===== src/hw/rtl/asr_pkg.sv =====
// shared types, constants and the step program of the advection residual block
`default_nettype none

package asr_pkg;

  localparam int DATA_W            = 32;
  localparam int FRAC_BITS_DEFAULT = 16;
  localparam int RF_DEPTH          = 16;

  // configuration register indexes
  localparam logic CFG_SCHEME    = 1'b0;
  localparam logic CFG_TIME_STEP = 1'b1;

  // scheme codes
  localparam logic [2:0] SCHEME_NONE   = 3'd0;
  localparam logic [2:0] SCHEME_UPWIND = 3'd1;
  localparam logic [2:0] SCHEME_SOU    = 3'd2;
  localparam logic [2:0] SCHEME_FROMM  = 3'd3;
  localparam logic [2:0] SCHEME_MINMOD = 3'd4;

  typedef struct packed {
    logic              axis;
    logic signed [31:0] value_far_low;
    logic signed [31:0] value_low;
    logic signed [31:0] value_center;
    logic signed [31:0] value_high;
    logic signed [31:0] value_far_high;
    logic signed [31:0] vel_low_face;
    logic signed [31:0] vel_high_face;
    logic [30:0]        spacing_low;
    logic [30:0]        spacing_high;
    logic [30:0]        spacing_cell;
  } in_item_t;

  typedef struct packed {
    logic signed [31:0] residual;
    logic               error_flag;
  } out_item_t;

  typedef enum logic [3:0] {
    OP_ADD, OP_SUB, OP_NEG, OP_ABS, OP_SCL3, OP_SCL5, OP_HALF, OP_EIGHTH,
    OP_MINMOD, OP_MUL, OP_DIV, OP_FIN
  } op_t;

  // operand codes: scratch registers below 16; item fields, time step and zero from 16 up
  localparam logic [4:0] T0  = 5'd0;
  localparam logic [4:0] T1  = 5'd1;
  localparam logic [4:0] T2  = 5'd2;
  localparam logic [4:0] T3  = 5'd3;
  localparam logic [4:0] T4  = 5'd4;
  localparam logic [4:0] T5  = 5'd5;
  localparam logic [4:0] T6  = 5'd6;
  localparam logic [4:0] T7  = 5'd7;
  localparam logic [4:0] T8  = 5'd8;
  localparam logic [4:0] T9  = 5'd9;
  localparam logic [4:0] T10 = 5'd10;
  localparam logic [4:0] T11 = 5'd11;
  localparam logic [4:0] T12 = 5'd12;
  localparam logic [4:0] SRC_A    = 5'd16;
  localparam logic [4:0] SRC_B    = 5'd17;
  localparam logic [4:0] SRC_C    = 5'd18;
  localparam logic [4:0] SRC_D    = 5'd19;
  localparam logic [4:0] SRC_E    = 5'd20;
  localparam logic [4:0] SRC_VL   = 5'd21;
  localparam logic [4:0] SRC_VH   = 5'd22;
  localparam logic [4:0] SRC_SL   = 5'd23;
  localparam logic [4:0] SRC_SH   = 5'd24;
  localparam logic [4:0] SRC_SC   = 5'd25;
  localparam logic [4:0] SRC_DT   = 5'd26;
  localparam logic [4:0] SRC_ZERO = 5'd27;

  typedef struct packed {
    op_t        op;
    logic [3:0] dst;
    logic [4:0] src_a;
    logic [4:0] src_b;
  } uop_t;

  typedef struct packed {
    logic load;
    logic issue;
    logic exec;
    logic mul_wr;
    logic div_wr;
    uop_t uop;
  } dp_cmd_t;

  typedef struct packed {
    logic div_done;
    logic fin_block;
  } dp_status_t;

  // {overflow, value} clamped to the signed 32-bit range
  function automatic logic [32:0] sat_wide(input logic signed [63:0] x);
    if (x > 64'sd2147483647) begin
      return {1'b1, 32'h7fff_ffff};
    end else if (x < -64'sd2147483648) begin
      return {1'b1, 32'h8000_0000};
    end
    return {1'b0, x[31:0]};
  endfunction

  function automatic uop_t mk(input op_t op, input logic [4:0] d, input logic [4:0] a,
                              input logic [4:0] b);
    return '{op, d[3:0], a, b};
  endfunction

  // step program per scheme; every program ends in OP_FIN
  function automatic uop_t ucode(input logic [2:0] prog, input logic [5:0] step);
    uop_t u;
    u = mk(OP_FIN, T0, SRC_ZERO, SRC_ZERO);
    case (prog)
      SCHEME_UPWIND: begin
        case (step)
          6'd0:  u = mk(OP_ADD,  T0, SRC_C, SRC_B);
          6'd1:  u = mk(OP_MUL,  T0, SRC_VL, T0);
          6'd2:  u = mk(OP_HALF, T0, T0, SRC_ZERO);
          6'd3:  u = mk(OP_ABS,  T1, SRC_VL, SRC_ZERO);
          6'd4:  u = mk(OP_SUB,  T2, SRC_C, SRC_B);
          6'd5:  u = mk(OP_MUL,  T1, T1, T2);
          6'd6:  u = mk(OP_HALF, T1, T1, SRC_ZERO);
          6'd7:  u = mk(OP_SUB,  T0, T0, T1);
          6'd8:  u = mk(OP_ADD,  T1, SRC_D, SRC_C);
          6'd9:  u = mk(OP_MUL,  T1, SRC_VH, T1);
          6'd10: u = mk(OP_HALF, T1, T1, SRC_ZERO);
          6'd11: u = mk(OP_ABS,  T2, SRC_VH, SRC_ZERO);
          6'd12: u = mk(OP_SUB,  T3, SRC_D, SRC_C);
          6'd13: u = mk(OP_MUL,  T2, T2, T3);
          6'd14: u = mk(OP_HALF, T2, T2, SRC_ZERO);
          6'd15: u = mk(OP_SUB,  T1, T1, T2);
          6'd16: u = mk(OP_SUB,  T0, T1, T0);
          6'd17: u = mk(OP_DIV,  T0, T0, SRC_SC);
          default: u = mk(OP_FIN, T0, T0, SRC_ZERO);
        endcase
      end
      SCHEME_SOU: begin
        case (step)
          6'd0:  u = mk(OP_SCL3, T4, SRC_B, SRC_ZERO);
          6'd1:  u = mk(OP_SUB,  T4, T4, SRC_A);
          6'd2:  u = mk(OP_HALF, T4, T4, SRC_ZERO);
          6'd3:  u = mk(OP_SCL3, T5, SRC_C, SRC_ZERO);
          6'd4:  u = mk(OP_SUB,  T5, T5, SRC_D);
          6'd5:  u = mk(OP_HALF, T5, T5, SRC_ZERO);
          6'd6:  u = mk(OP_SCL3, T6, SRC_C, SRC_ZERO);
          6'd7:  u = mk(OP_SUB,  T6, T6, SRC_B);
          6'd8:  u = mk(OP_HALF, T6, T6, SRC_ZERO);
          6'd9:  u = mk(OP_SCL3, T7, SRC_D, SRC_ZERO);
          6'd10: u = mk(OP_SUB,  T7, T7, SRC_E);
          6'd11: u = mk(OP_HALF, T7, T7, SRC_ZERO);
          6'd12: u = mk(OP_ADD,  T0, T5, T4);
          6'd13: u = mk(OP_MUL,  T0, SRC_VL, T0);
          6'd14: u = mk(OP_HALF, T0, T0, SRC_ZERO);
          6'd15: u = mk(OP_ABS,  T1, SRC_VL, SRC_ZERO);
          6'd16: u = mk(OP_SUB,  T2, T5, T4);
          6'd17: u = mk(OP_MUL,  T1, T1, T2);
          6'd18: u = mk(OP_HALF, T1, T1, SRC_ZERO);
          6'd19: u = mk(OP_SUB,  T0, T0, T1);
          6'd20: u = mk(OP_ADD,  T1, T7, T6);
          6'd21: u = mk(OP_MUL,  T1, SRC_VH, T1);
          6'd22: u = mk(OP_HALF, T1, T1, SRC_ZERO);
          6'd23: u = mk(OP_ABS,  T2, SRC_VH, SRC_ZERO);
          6'd24: u = mk(OP_SUB,  T3, T7, T6);
          6'd25: u = mk(OP_MUL,  T2, T2, T3);
          6'd26: u = mk(OP_HALF, T2, T2, SRC_ZERO);
          6'd27: u = mk(OP_SUB,  T1, T1, T2);
          6'd28: u = mk(OP_SUB,  T0, T1, T0);
          6'd29: u = mk(OP_DIV,  T0, T0, SRC_SC);
          default: u = mk(OP_FIN, T0, T0, SRC_ZERO);
        endcase
      end
      SCHEME_FROMM: begin
        case (step)
          6'd0:  u = mk(OP_ADD,    T2, SRC_C, SRC_B);
          6'd1:  u = mk(OP_SCL5,   T2, T2, SRC_ZERO);
          6'd2:  u = mk(OP_SUB,    T2, T2, SRC_D);
          6'd3:  u = mk(OP_SUB,    T2, T2, SRC_A);
          6'd4:  u = mk(OP_MUL,    T2, SRC_VL, T2);
          6'd5:  u = mk(OP_EIGHTH, T2, T2, SRC_ZERO);
          6'd6:  u = mk(OP_SUB,    T3, SRC_C, SRC_B);
          6'd7:  u = mk(OP_SCL3,   T3, T3, SRC_ZERO);
          6'd8:  u = mk(OP_SUB,    T3, T3, SRC_D);
          6'd9:  u = mk(OP_ADD,    T3, T3, SRC_A);
          6'd10: u = mk(OP_ABS,    T4, SRC_VL, SRC_ZERO);
          6'd11: u = mk(OP_MUL,    T3, T4, T3);
          6'd12: u = mk(OP_EIGHTH, T3, T3, SRC_ZERO);
          6'd13: u = mk(OP_SUB,    T0, T2, T3);
          6'd14: u = mk(OP_ADD,    T2, SRC_D, SRC_C);
          6'd15: u = mk(OP_SCL5,   T2, T2, SRC_ZERO);
          6'd16: u = mk(OP_SUB,    T2, T2, SRC_E);
          6'd17: u = mk(OP_SUB,    T2, T2, SRC_B);
          6'd18: u = mk(OP_MUL,    T2, SRC_VH, T2);
          6'd19: u = mk(OP_EIGHTH, T2, T2, SRC_ZERO);
          6'd20: u = mk(OP_SUB,    T3, SRC_D, SRC_C);
          6'd21: u = mk(OP_SCL3,   T3, T3, SRC_ZERO);
          6'd22: u = mk(OP_SUB,    T3, T3, SRC_E);
          6'd23: u = mk(OP_ADD,    T3, T3, SRC_B);
          6'd24: u = mk(OP_ABS,    T4, SRC_VH, SRC_ZERO);
          6'd25: u = mk(OP_MUL,    T3, T4, T3);
          6'd26: u = mk(OP_EIGHTH, T3, T3, SRC_ZERO);
          6'd27: u = mk(OP_SUB,    T1, T2, T3);
          6'd28: u = mk(OP_SUB,    T0, T1, T0);
          6'd29: u = mk(OP_DIV,    T0, T0, SRC_SC);
          default: u = mk(OP_FIN, T0, T0, SRC_ZERO);
        endcase
      end
      SCHEME_MINMOD: begin
        case (step)
          // limited slopes s2 in T2, s1 in T5, s0 in T6
          6'd0:  u = mk(OP_SUB,    T0, SRC_D, SRC_C);
          6'd1:  u = mk(OP_DIV,    T0, T0, SRC_SH);
          6'd2:  u = mk(OP_SUB,    T1, SRC_E, SRC_D);
          6'd3:  u = mk(OP_DIV,    T1, T1, SRC_SH);
          6'd4:  u = mk(OP_MINMOD, T2, T0, T1);
          6'd5:  u = mk(OP_SUB,    T1, SRC_C, SRC_B);
          6'd6:  u = mk(OP_DIV,    T3, T1, SRC_SL);
          6'd7:  u = mk(OP_DIV,    T4, T1, SRC_SH);
          6'd8:  u = mk(OP_MINMOD, T5, T3, T0);
          6'd9:  u = mk(OP_SUB,    T1, SRC_B, SRC_A);
          6'd10: u = mk(OP_DIV,    T1, T1, SRC_SL);
          6'd11: u = mk(OP_MINMOD, T6, T1, T4);
          6'd12: u = mk(OP_MUL,    T0, SRC_VH, SRC_DT);
          6'd13: u = mk(OP_MUL,    T1, SRC_VL, SRC_DT);
          // reconstruction terms: upper up T3, upper down T4, lower up T7, lower down T8
          6'd14: u = mk(OP_ADD,    T3, SRC_SH, T0);
          6'd15: u = mk(OP_MUL,    T3, T2, T3);
          6'd16: u = mk(OP_HALF,   T3, T3, SRC_ZERO);
          6'd17: u = mk(OP_NEG,    T3, T3, SRC_ZERO);
          6'd18: u = mk(OP_SUB,    T4, SRC_SH, T0);
          6'd19: u = mk(OP_MUL,    T4, T5, T4);
          6'd20: u = mk(OP_HALF,   T4, T4, SRC_ZERO);
          6'd21: u = mk(OP_ADD,    T7, SRC_SL, T1);
          6'd22: u = mk(OP_MUL,    T7, T5, T7);
          6'd23: u = mk(OP_HALF,   T7, T7, SRC_ZERO);
          6'd24: u = mk(OP_NEG,    T7, T7, SRC_ZERO);
          6'd25: u = mk(OP_SUB,    T8, SRC_SL, T1);
          6'd26: u = mk(OP_MUL,    T8, T6, T8);
          6'd27: u = mk(OP_HALF,   T8, T8, SRC_ZERO);
          // lower face flux into T9
          6'd28: u = mk(OP_ADD,    T9, SRC_C, SRC_B);
          6'd29: u = mk(OP_ADD,    T9, T9, T7);
          6'd30: u = mk(OP_ADD,    T9, T9, T8);
          6'd31: u = mk(OP_MUL,    T9, SRC_VL, T9);
          6'd32: u = mk(OP_HALF,   T9, T9, SRC_ZERO);
          6'd33: u = mk(OP_SUB,    T10, SRC_C, SRC_B);
          6'd34: u = mk(OP_ADD,    T10, T10, T7);
          6'd35: u = mk(OP_SUB,    T10, T10, T8);
          6'd36: u = mk(OP_ABS,    T11, SRC_VL, SRC_ZERO);
          6'd37: u = mk(OP_MUL,    T10, T11, T10);
          6'd38: u = mk(OP_HALF,   T10, T10, SRC_ZERO);
          6'd39: u = mk(OP_SUB,    T9, T9, T10);
          // upper face flux into T10, symmetric limiter terms
          6'd40: u = mk(OP_ADD,    T10, SRC_D, SRC_C);
          6'd41: u = mk(OP_ADD,    T10, T10, T3);
          6'd42: u = mk(OP_ADD,    T10, T10, T4);
          6'd43: u = mk(OP_MUL,    T10, SRC_VH, T10);
          6'd44: u = mk(OP_HALF,   T10, T10, SRC_ZERO);
          6'd45: u = mk(OP_SUB,    T11, SRC_D, SRC_C);
          6'd46: u = mk(OP_ADD,    T11, T11, T3);
          6'd47: u = mk(OP_SUB,    T11, T11, T4);
          6'd48: u = mk(OP_ABS,    T12, SRC_VH, SRC_ZERO);
          6'd49: u = mk(OP_MUL,    T11, T12, T11);
          6'd50: u = mk(OP_HALF,   T11, T11, SRC_ZERO);
          6'd51: u = mk(OP_SUB,    T10, T10, T11);
          6'd52: u = mk(OP_SUB,    T0, T10, T9);
          6'd53: u = mk(OP_DIV,    T0, T0, SRC_SC);
          default: u = mk(OP_FIN, T0, T0, SRC_ZERO);
        endcase
      end
      default: u = mk(OP_FIN, T0, SRC_ZERO, SRC_ZERO);
    endcase
    return u;
  endfunction

endpackage

`default_nettype wire


===== src/hw/rtl/asr_ram.sv =====
// generic register file memory, one write port and two registered read ports
`default_nettype none

module asr_ram #(
  parameter int WIDTH = asr_pkg::DATA_W,
  parameter int DEPTH = asr_pkg::RF_DEPTH
) (
  input  logic                     clk,
  input  logic                     we,
  input  logic [$clog2(DEPTH)-1:0] waddr,
  input  logic [WIDTH-1:0]         wdata,
  input  logic                     re,
  input  logic [$clog2(DEPTH)-1:0] raddr_a,
  input  logic [$clog2(DEPTH)-1:0] raddr_b,
  output logic [WIDTH-1:0]         rdata_a,
  output logic [WIDTH-1:0]         rdata_b
);

  logic [WIDTH-1:0] mem [DEPTH];

  always_ff @(posedge clk) begin
    if (we) begin
      mem[waddr] <= wdata;
    end
    if (re) begin
      rdata_a <= mem[raddr_a];
      rdata_b <= mem[raddr_b];
    end
  end

endmodule

`default_nettype wire


===== src/hw/rtl/asr_datapath.sv =====
// operand store, alu, shared multiplier and divider, partial and result registers
`default_nettype none

module asr_datapath #(
  parameter int FRAC_BITS = asr_pkg::FRAC_BITS_DEFAULT
) (
  input  logic                 clk,
  input  logic                 rst,
  input  asr_pkg::dp_cmd_t     cmd,
  output asr_pkg::dp_status_t  status,
  input  asr_pkg::in_item_t    item,
  input  logic [30:0]          time_step,
  output logic                 result_valid,
  input  logic                 result_ready,
  output asr_pkg::out_item_t   result
);

  localparam int DW = asr_pkg::DATA_W + FRAC_BITS;
  localparam int CW = $clog2(DW + 1);

  asr_pkg::in_item_t  hold;
  asr_pkg::uop_t      uop_q;
  logic [31:0]        rdata_a, rdata_b;
  logic signed [31:0] op_a, op_b, fix_a, fix_b;
  logic signed [63:0] aw, bw, pw, abs_a, abs_b;
  logic [32:0]        alu_res, mul_res, div_res, fin_res;
  logic signed [31:0] mm_val;
  logic signed [63:0] prod;
  logic               we, wflag;
  logic [31:0]        wdata;
  logic signed [31:0] partial;
  logic               perr, err;

  // divider
  logic          div_busy, div_neg, div_zero;
  logic [CW-1:0] div_cnt;
  logic [DW-1:0] div_dvd, div_quo;
  logic [31:0]   div_rem, div_nb, na, nb;
  logic [32:0]   div_trial;
  logic signed [63:0] div_q64;

  function automatic logic signed [31:0] fixed_src(input logic [4:0] s,
                                                   input asr_pkg::in_item_t h,
                                                   input logic [30:0] dt);
    logic signed [31:0] v;
    case (s)
      asr_pkg::SRC_A:  v = h.value_far_low;
      asr_pkg::SRC_B:  v = h.value_low;
      asr_pkg::SRC_C:  v = h.value_center;
      asr_pkg::SRC_D:  v = h.value_high;
      asr_pkg::SRC_E:  v = h.value_far_high;
      asr_pkg::SRC_VL: v = h.vel_low_face;
      asr_pkg::SRC_VH: v = h.vel_high_face;
      asr_pkg::SRC_SL: v = {1'b0, h.spacing_low};
      asr_pkg::SRC_SH: v = {1'b0, h.spacing_high};
      asr_pkg::SRC_SC: v = {1'b0, h.spacing_cell};
      asr_pkg::SRC_DT: v = {1'b0, dt};
      default:         v = '0;
    endcase
    return v;
  endfunction

  asr_ram #(
    .WIDTH(asr_pkg::DATA_W),
    .DEPTH(asr_pkg::RF_DEPTH)
  ) u_rf (
    .clk    (clk),
    .we     (we),
    .waddr  (uop_q.dst),
    .wdata  (wdata),
    .re     (cmd.issue),
    .raddr_a(cmd.uop.src_a[3:0]),
    .raddr_b(cmd.uop.src_b[3:0]),
    .rdata_a(rdata_a),
    .rdata_b(rdata_b)
  );

  always_ff @(posedge clk) begin
    if (cmd.load) begin
      hold <= item;
    end
    if (cmd.issue) begin
      uop_q <= cmd.uop;
    end
  end

  assign fix_a = fixed_src(uop_q.src_a, hold, time_step);
  assign fix_b = fixed_src(uop_q.src_b, hold, time_step);
  assign op_a  = uop_q.src_a[4] ? fix_a : rdata_a;
  assign op_b  = uop_q.src_b[4] ? fix_b : rdata_b;
  assign aw    = {{32{op_a[31]}}, op_a};
  assign bw    = {{32{op_b[31]}}, op_b};
  assign pw    = {{32{partial[31]}}, partial};
  assign abs_a = op_a[31] ? -aw : aw;
  assign abs_b = op_b[31] ? -bw : bw;

  // minmod: smaller magnitude when signs agree, second slope on a tie
  always_comb begin
    mm_val = '0;
    if ((op_a > 32'sd0 && op_b > 32'sd0) || (op_a < 32'sd0 && op_b < 32'sd0)) begin
      mm_val = (abs_a < abs_b) ? op_a : op_b;
    end
  end

  always_comb begin
    case (uop_q.op)
      asr_pkg::OP_ADD:    alu_res = asr_pkg::sat_wide(aw + bw);
      asr_pkg::OP_SUB:    alu_res = asr_pkg::sat_wide(aw - bw);
      asr_pkg::OP_NEG:    alu_res = asr_pkg::sat_wide(-aw);
      asr_pkg::OP_ABS:    alu_res = asr_pkg::sat_wide(abs_a);
      asr_pkg::OP_SCL3:   alu_res = asr_pkg::sat_wide((aw <<< 1) + aw);
      asr_pkg::OP_SCL5:   alu_res = asr_pkg::sat_wide((aw <<< 2) + aw);
      asr_pkg::OP_HALF:   alu_res = asr_pkg::sat_wide(aw >>> 1);
      asr_pkg::OP_EIGHTH: alu_res = asr_pkg::sat_wide(aw >>> 3);
      asr_pkg::OP_MINMOD: alu_res = {1'b0, mm_val};
      default:            alu_res = '0;
    endcase
  end

  // multiply into a product register, then floor shift and clamp the registered product
  always_ff @(posedge clk) begin
    if (cmd.exec && uop_q.op == asr_pkg::OP_MUL) begin
      prod <= op_a * op_b;
    end
  end
  assign mul_res = asr_pkg::sat_wide(prod >>> FRAC_BITS);

  // restoring divider on magnitudes, one quotient bit a cycle
  assign na        = op_a[31] ? (~op_a + 32'd1) : op_a;
  assign nb        = op_b[31] ? (~op_b + 32'd1) : op_b;
  assign div_trial = {div_rem, div_dvd[DW-1]};
  assign div_q64   = {{(64 - DW){1'b0}}, div_quo};

  always_ff @(posedge clk) begin
    if (rst) begin
      div_busy <= 1'b0;
      div_cnt  <= '0;
    end else if (cmd.exec && uop_q.op == asr_pkg::OP_DIV) begin
      div_busy <= 1'b1;
      div_zero <= (op_b == 32'sd0);
      div_neg  <= op_a[31] ^ op_b[31];
      div_nb   <= nb;
      div_dvd  <= {na, {FRAC_BITS{1'b0}}};
      div_rem  <= '0;
      div_quo  <= '0;
      div_cnt  <= (op_b == 32'sd0) ? '0 : CW'(DW);
    end else if (cmd.div_wr) begin
      div_busy <= 1'b0;
    end else if (div_busy && div_cnt != '0) begin
      if (div_trial >= {1'b0, div_nb}) begin
        div_rem <= 32'(div_trial - {1'b0, div_nb});
        div_quo <= {div_quo[DW-2:0], 1'b1};
      end else begin
        div_rem <= div_trial[31:0];
        div_quo <= {div_quo[DW-2:0], 1'b0};
      end
      div_dvd <= {div_dvd[DW-2:0], 1'b0};
      div_cnt <= div_cnt - CW'(1);
    end
  end

  always_comb begin
    if (div_zero) begin
      div_res = {1'b1, 32'd0};
    end else if (div_neg) begin
      div_res = asr_pkg::sat_wide(-div_q64);
    end else begin
      div_res = asr_pkg::sat_wide(div_q64);
    end
  end

  always_comb begin
    we    = 1'b0;
    wdata = alu_res[31:0];
    wflag = 1'b0;
    if (cmd.mul_wr) begin
      we    = 1'b1;
      wdata = mul_res[31:0];
      wflag = mul_res[32];
    end else if (cmd.div_wr) begin
      we    = 1'b1;
      wdata = div_res[31:0];
      wflag = div_res[32];
    end else if (cmd.exec && uop_q.op != asr_pkg::OP_MUL && uop_q.op != asr_pkg::OP_DIV
                 && uop_q.op != asr_pkg::OP_FIN) begin
      we    = 1'b1;
      wflag = alu_res[32];
    end
  end

  always_ff @(posedge clk) begin
    if (rst) begin
      err <= 1'b0;
    end else if (cmd.load) begin
      err <= 1'b0;
    end else if (we && wflag) begin
      err <= 1'b1;
    end
  end

  assign fin_res = asr_pkg::sat_wide(pw + aw);

  always_ff @(posedge clk) begin
    if (rst) begin
      partial      <= '0;
      perr         <= 1'b0;
      result_valid <= 1'b0;
    end else if (cmd.exec && uop_q.op == asr_pkg::OP_FIN) begin
      if (!hold.axis) begin
        partial <= op_a;
        perr    <= err;
        // a waiting result may leave in the same cycle
        if (result_ready) begin
          result_valid <= 1'b0;
        end
      end else begin
        result.residual   <= fin_res[31:0];
        result.error_flag <= err | perr | fin_res[32];
        result_valid      <= 1'b1;
        partial           <= '0;
        perr              <= 1'b0;
      end
    end else if (result_ready) begin
      result_valid <= 1'b0;
    end
  end

  assign status.div_done  = div_busy && (div_cnt == '0);
  assign status.fin_block = hold.axis && result_valid;

  a_result_from_fin: assert property (@(posedge clk) disable iff (rst)
    $rose(result_valid) |-> $past(cmd.exec && uop_q.op == asr_pkg::OP_FIN && hold.axis))
    else $error("result raised without a completing vertical item");

  a_div_quiet: assert property (@(posedge clk) disable iff (rst)
    div_busy |-> !(cmd.exec || cmd.issue || cmd.load))
    else $error("sequencer moved on while the divider was busy");

  a_partial_cleared: assert property (@(posedge clk) disable iff (rst)
    (cmd.exec && uop_q.op == asr_pkg::OP_FIN && hold.axis) |=> (partial == '0 && !perr))
    else $error("stored horizontal part not cleared after vertical item");

endmodule

`default_nettype wire


===== config.mk =====
export PLATFORM = sky130hd
export DESIGN_NAME = asr_datapath
export DESIGN_NICKNAME = d
export VERILOG_FILES = /design/src/hw/rtl/asr_pkg.sv /design/src/hw/rtl/asr_ram.sv /design/src/hw/rtl/asr_datapath.sv
export SDC_FILE = /design/constraint.sdc
export NUM_CORES = 2
export LEC_CHECK = 0
export ABC_AREA = 1
export BUFFER_PORTS_ARGS = -buffer_cell sky130_fd_sc_hd__buf_4
export CAP_MARGIN = 15
export CORE_AREA = 10 10 517 519
export DETAILED_ROUTE_END_ITERATION = 10
export DIE_AREA = 0 0 527 529
export SYNTH_ARGS = -nofsm -noshare
export SYNTH_HDL_FRONTEND = slang
export SYNTH_HIERARCHICAL = 1
export SYNTH_SLANG_ARGS = --single-unit

===== constraint.sdc =====
create_clock -name clk -period 9.6 [get_ports clk]
set_clock_uncertainty 0.2 [all_clocks]
set_input_delay 1.44 -clock clk [delete_from_list [all_inputs] [get_ports clk]]
set_output_delay 1.44 -clock clk [all_outputs]
set_load 0.05 [all_outputs]

==> flow_metrics.tcl <==
set metrics [dict create \
    min_from "err" \
    synth-async-reset-ratio_pct 0 \
    yosysTopAreaCellShare_pct 30.4 \
    htree_levels 4 \
    cts_sinks 1181 \
    gr-total-overflow 0 \
    syn_avg_cell_area_um2 8.07 \
    drc 0 \
    end_kind "flip-flop" \
    busiest_layer "met2" \
    grt_setup_unrepaired "yes" \
    globalRouteMet1Util_pct 44.5 \
    antenna_left 0 \
    std_cell_rows 186 \
    grtUsageTotal_pct 34.5 \
    met3_usage_pct 8.63 \
    io-pin-count 411 \
    port_buffers 410 \
    timing.rr.end "prod[57]" \
    nNetsFinal 17135 \
    place_hpwl_mm 387 \
    crit_path_frequent_cell "fa_1" \
    worstPathArrival_ns 9.82 \
    die_area_um2 279000 \
    worst_r2r_startpoint "uop_q[0]" \
    holdWs_ns 0.271 \
    multi_input_area_um2 65000 \
    syn_inst 13945 \
    period_minus_slack_ns 9.45 \
    worstSetupStartpointType "flip-flop" \
    gp_congestion 1.07 \
    root_buffer "clkbuf_16" \
    hold_viol 0 \
    dieHeight_um 529 \
    numCtsBuffers 136 \
    clk_path_buf_depth 3 \
    drt_wl_total_mm 494 \
    hold_class "flip-flop to flip-flop" \
    use_met2_pct 53.6 \
    dpl_worst_slack_ns -0.862 \
    drt-vias-per-instance 5.57 \
    max_freq_ghz 0.106 \
    tritoncts "yes" \
    min_to "err" \
    ys.flop_type "edfxtp_1" \
    ys_warn_count 6 \
    regArea_um2 35000 \
    syn-cell-area_um2 113000 \
    yosys_register_bits 1181 \
    yosysUniqueCellTypes 75 \
    slew_headroom_pct 19.2 \
    status "complete, no violations" \
    core_area_um2 256000 \
    cp_max_fo 11 \
    num_vias 104039 \
    grt_max_degree 183 \
    start_util_pct 43.9 \
    critPathMaxStageDelay_ns 0.62 \
    grt_pass1_wl_mm 706 \
    antenna_found_initial 34 \
    required_ns 9.97 \
    worstSetupPathType "flip-flop to flip-flop" \
    die_w_um 527 \
    hold_path_depth 2 \
    synth_edf_count 1139 \
    cts.clk_slew.worst_paths_ns 0.06 \
    clk_latency_ns 0.86 \
    area_delta_synth_final_pct 19.0 \
    reg2reg_slack_ns 0.15 \
    yosysTopAreaCell "edfxtp_1" \
    finalWorstSetupSlack_ns 0.150 \
    reg2reg_depth 40 \
    slowest_stage "fa_2" \
    grt_pass1_vias 101193 \
    fin_crit_sh_pct 98.4 \
    synth_area_leaders "edfxtp_1 30%, fa_1 19%, nand2_1 10%, inv_1 9.2%, ha_1 5.6%" \
    hold_buffers 0 \
    nFillCells 24402 \
    drtIter0Drc 12716 \
    tightest_slew_ns 1.21 \
    seq_area_frac_synth_pct 31.1 \
    setup_viol 0 \
    routedWlPerCell_um 26.5 \
    firstDrtPassIters 8 \
    drv_cap 0 \
    slew_violations 0 \
    drive_gt1_share_pct 14.6 \
]
-- cell families after synthesis --
family	Yosys count	share of synthesized area, %
AND/OR/NAND/NOR	5991	22.2
flip-flops	1181	31.1
XOR/XNOR	268	2.10
AO/OA/AOI/OAI	1477	7.34
other	1	0.00333
buffers and inverters	3435	12.2
adder cells (fa/ha/maj)	1592	24.9
-- worst max path at each step --
stage,startpoint,endpoint
5_1_grt,uop_q[2],prod[57]
3_5_place_dp,time_step[3],prod[63]
4_1_cts,uop_q[0],prod[63]
2_1_floorplan,time_step[7],prod[62]
6_report,uop_q[0],prod[57]
3_3_place_gp,time_step[3],prod[63]
-- critical path, delay by kind of cell (launching register included) --
family | cells | cell delay (ns)
flip-flops | 1 | 0.54
adder cells (fa/ha/maj) | 9 | 4.44
AO/OA/AOI/OAI | 8 | 0.96
buffers and inverters | 13 | 1.80
XOR/XNOR | 1 | 0.14
AND/OR/NAND/NOR | 9 | 1.08
-- metal layers --
metal | share of wire [%] | vias to the layer above | wire length [µm]
met1 | 38 | 50329 | 190000
met5 | 0.021 | - | 103
met4 | 6.5 | 16 | 31900
met2 | 44 | 6017 | 218000
li1 | - | 46363 | -
met3 | 11 | 1314 | 54900
-- state kept, by name, summed over array words and instances (netlist names) --
register	cells
div_dvd	32
div_neg	1
result_valid	1
result	33
uop_q	18
perr	1
div_zero	1
div_quo	48
div_rem	32
u_rf/rdata_b	32
prod	48
u_rf/rdata_a	32
partial	32
u_rf/mem	512
err	1
div_cnt	6
div_busy	1
div_nb	32
hold	318
-- stage by stage --
stage               setup TNS [ns]  instances  instance area, µm²  utilization (%)
floorplan                        0      13975              113000                -
global placement            -10.50      18384              128000             50.1
detailed placement          -10.46      18384              128000             50.1
CTS                        -0.0761      18626              133000             51.8
global route                -0.345      18665              134000             52.3
finish                           0      18675              134000             52.3
-- cells in the mapped netlist, types with 10 or more instances --
cell	instances
clkinv_1	16
xnor2_1	60
dfxtp_1	42
nor4_1	47
o21bai_1	19
fa_1	1087
inv_2	35
nor3_1	66
o22ai_1	256
a21o_1	20
a21oi_1	656
xor2_1	206
buf_2	165
buf_1	84
inv_1	2760
nand3_2	12
o221ai_1	11
ha_1	505
nor2_2	28
nor2_1	1313
edfxtp_1	1139
clkbuf_1	261
a21boi_0	16
o21ai_0	329
buf_6	62
a31oi_1	39
buf_4	46
o211ai_1	10
nand4_1	120
nand3_1	1242
o21ai_1	38
nand2_1	3092
nand3b_1	15
o21a_1	24
nand2_2	12
-- layout make-up --
cell class | instances | share of cell area (%)
Multi-Input combinational cell | 9359 | 48.5
Timing Repair Buffer | 1675 | 10.9
Antenna cell | 20 | 0.0374
Inverter | 2815 | 7.94
Sequential cell | 1181 | 26.2
Clock inverter | 80 | 0.622
Clock buffer | 161 | 2.62
Tap cell | 3384 | 3.16
-- what timing repair did --
item | 4_1_cts | 5_1_grt
pin swaps | 0 | 53
setup buffers | 1 | 24
setup endpoints to repair | 14 | 89
gates cloned | 0 | 5
gates resized for setup | 13 | 223
-- placed cells by master, fill, tap and decap left out, drive strengths merged, types with 11 or more instances in the layout --
cell type	netlist	final
a21boi	21	21
nand3	1255	1255
diode	0	20
clkinv	16	85
edfxtp	1139	1139
o21ai	368	368
inv	2799	2793
nand3b	15	15
dfxtp	42	42
clkbuf	261	168
nor3	73	73
nor4	49	49
o22ai	256	256
a21o	20	20
xnor2	60	60
xor2	208	208
a21oi	667	667
nor2	1350	1350
nand4	122	122
o221ai	11	11
clkinvlp	0	13
a31oi	39	39
o21a	24	24
fa	1087	1087
conb	1	31
o21bai	20	20
buf	359	1668
ha	505	505
nand2	3105	3105
Power is left out: the tool's default activity adds up to more than one toggle a clock period on the data nets, which glitch-free logic cannot reach.
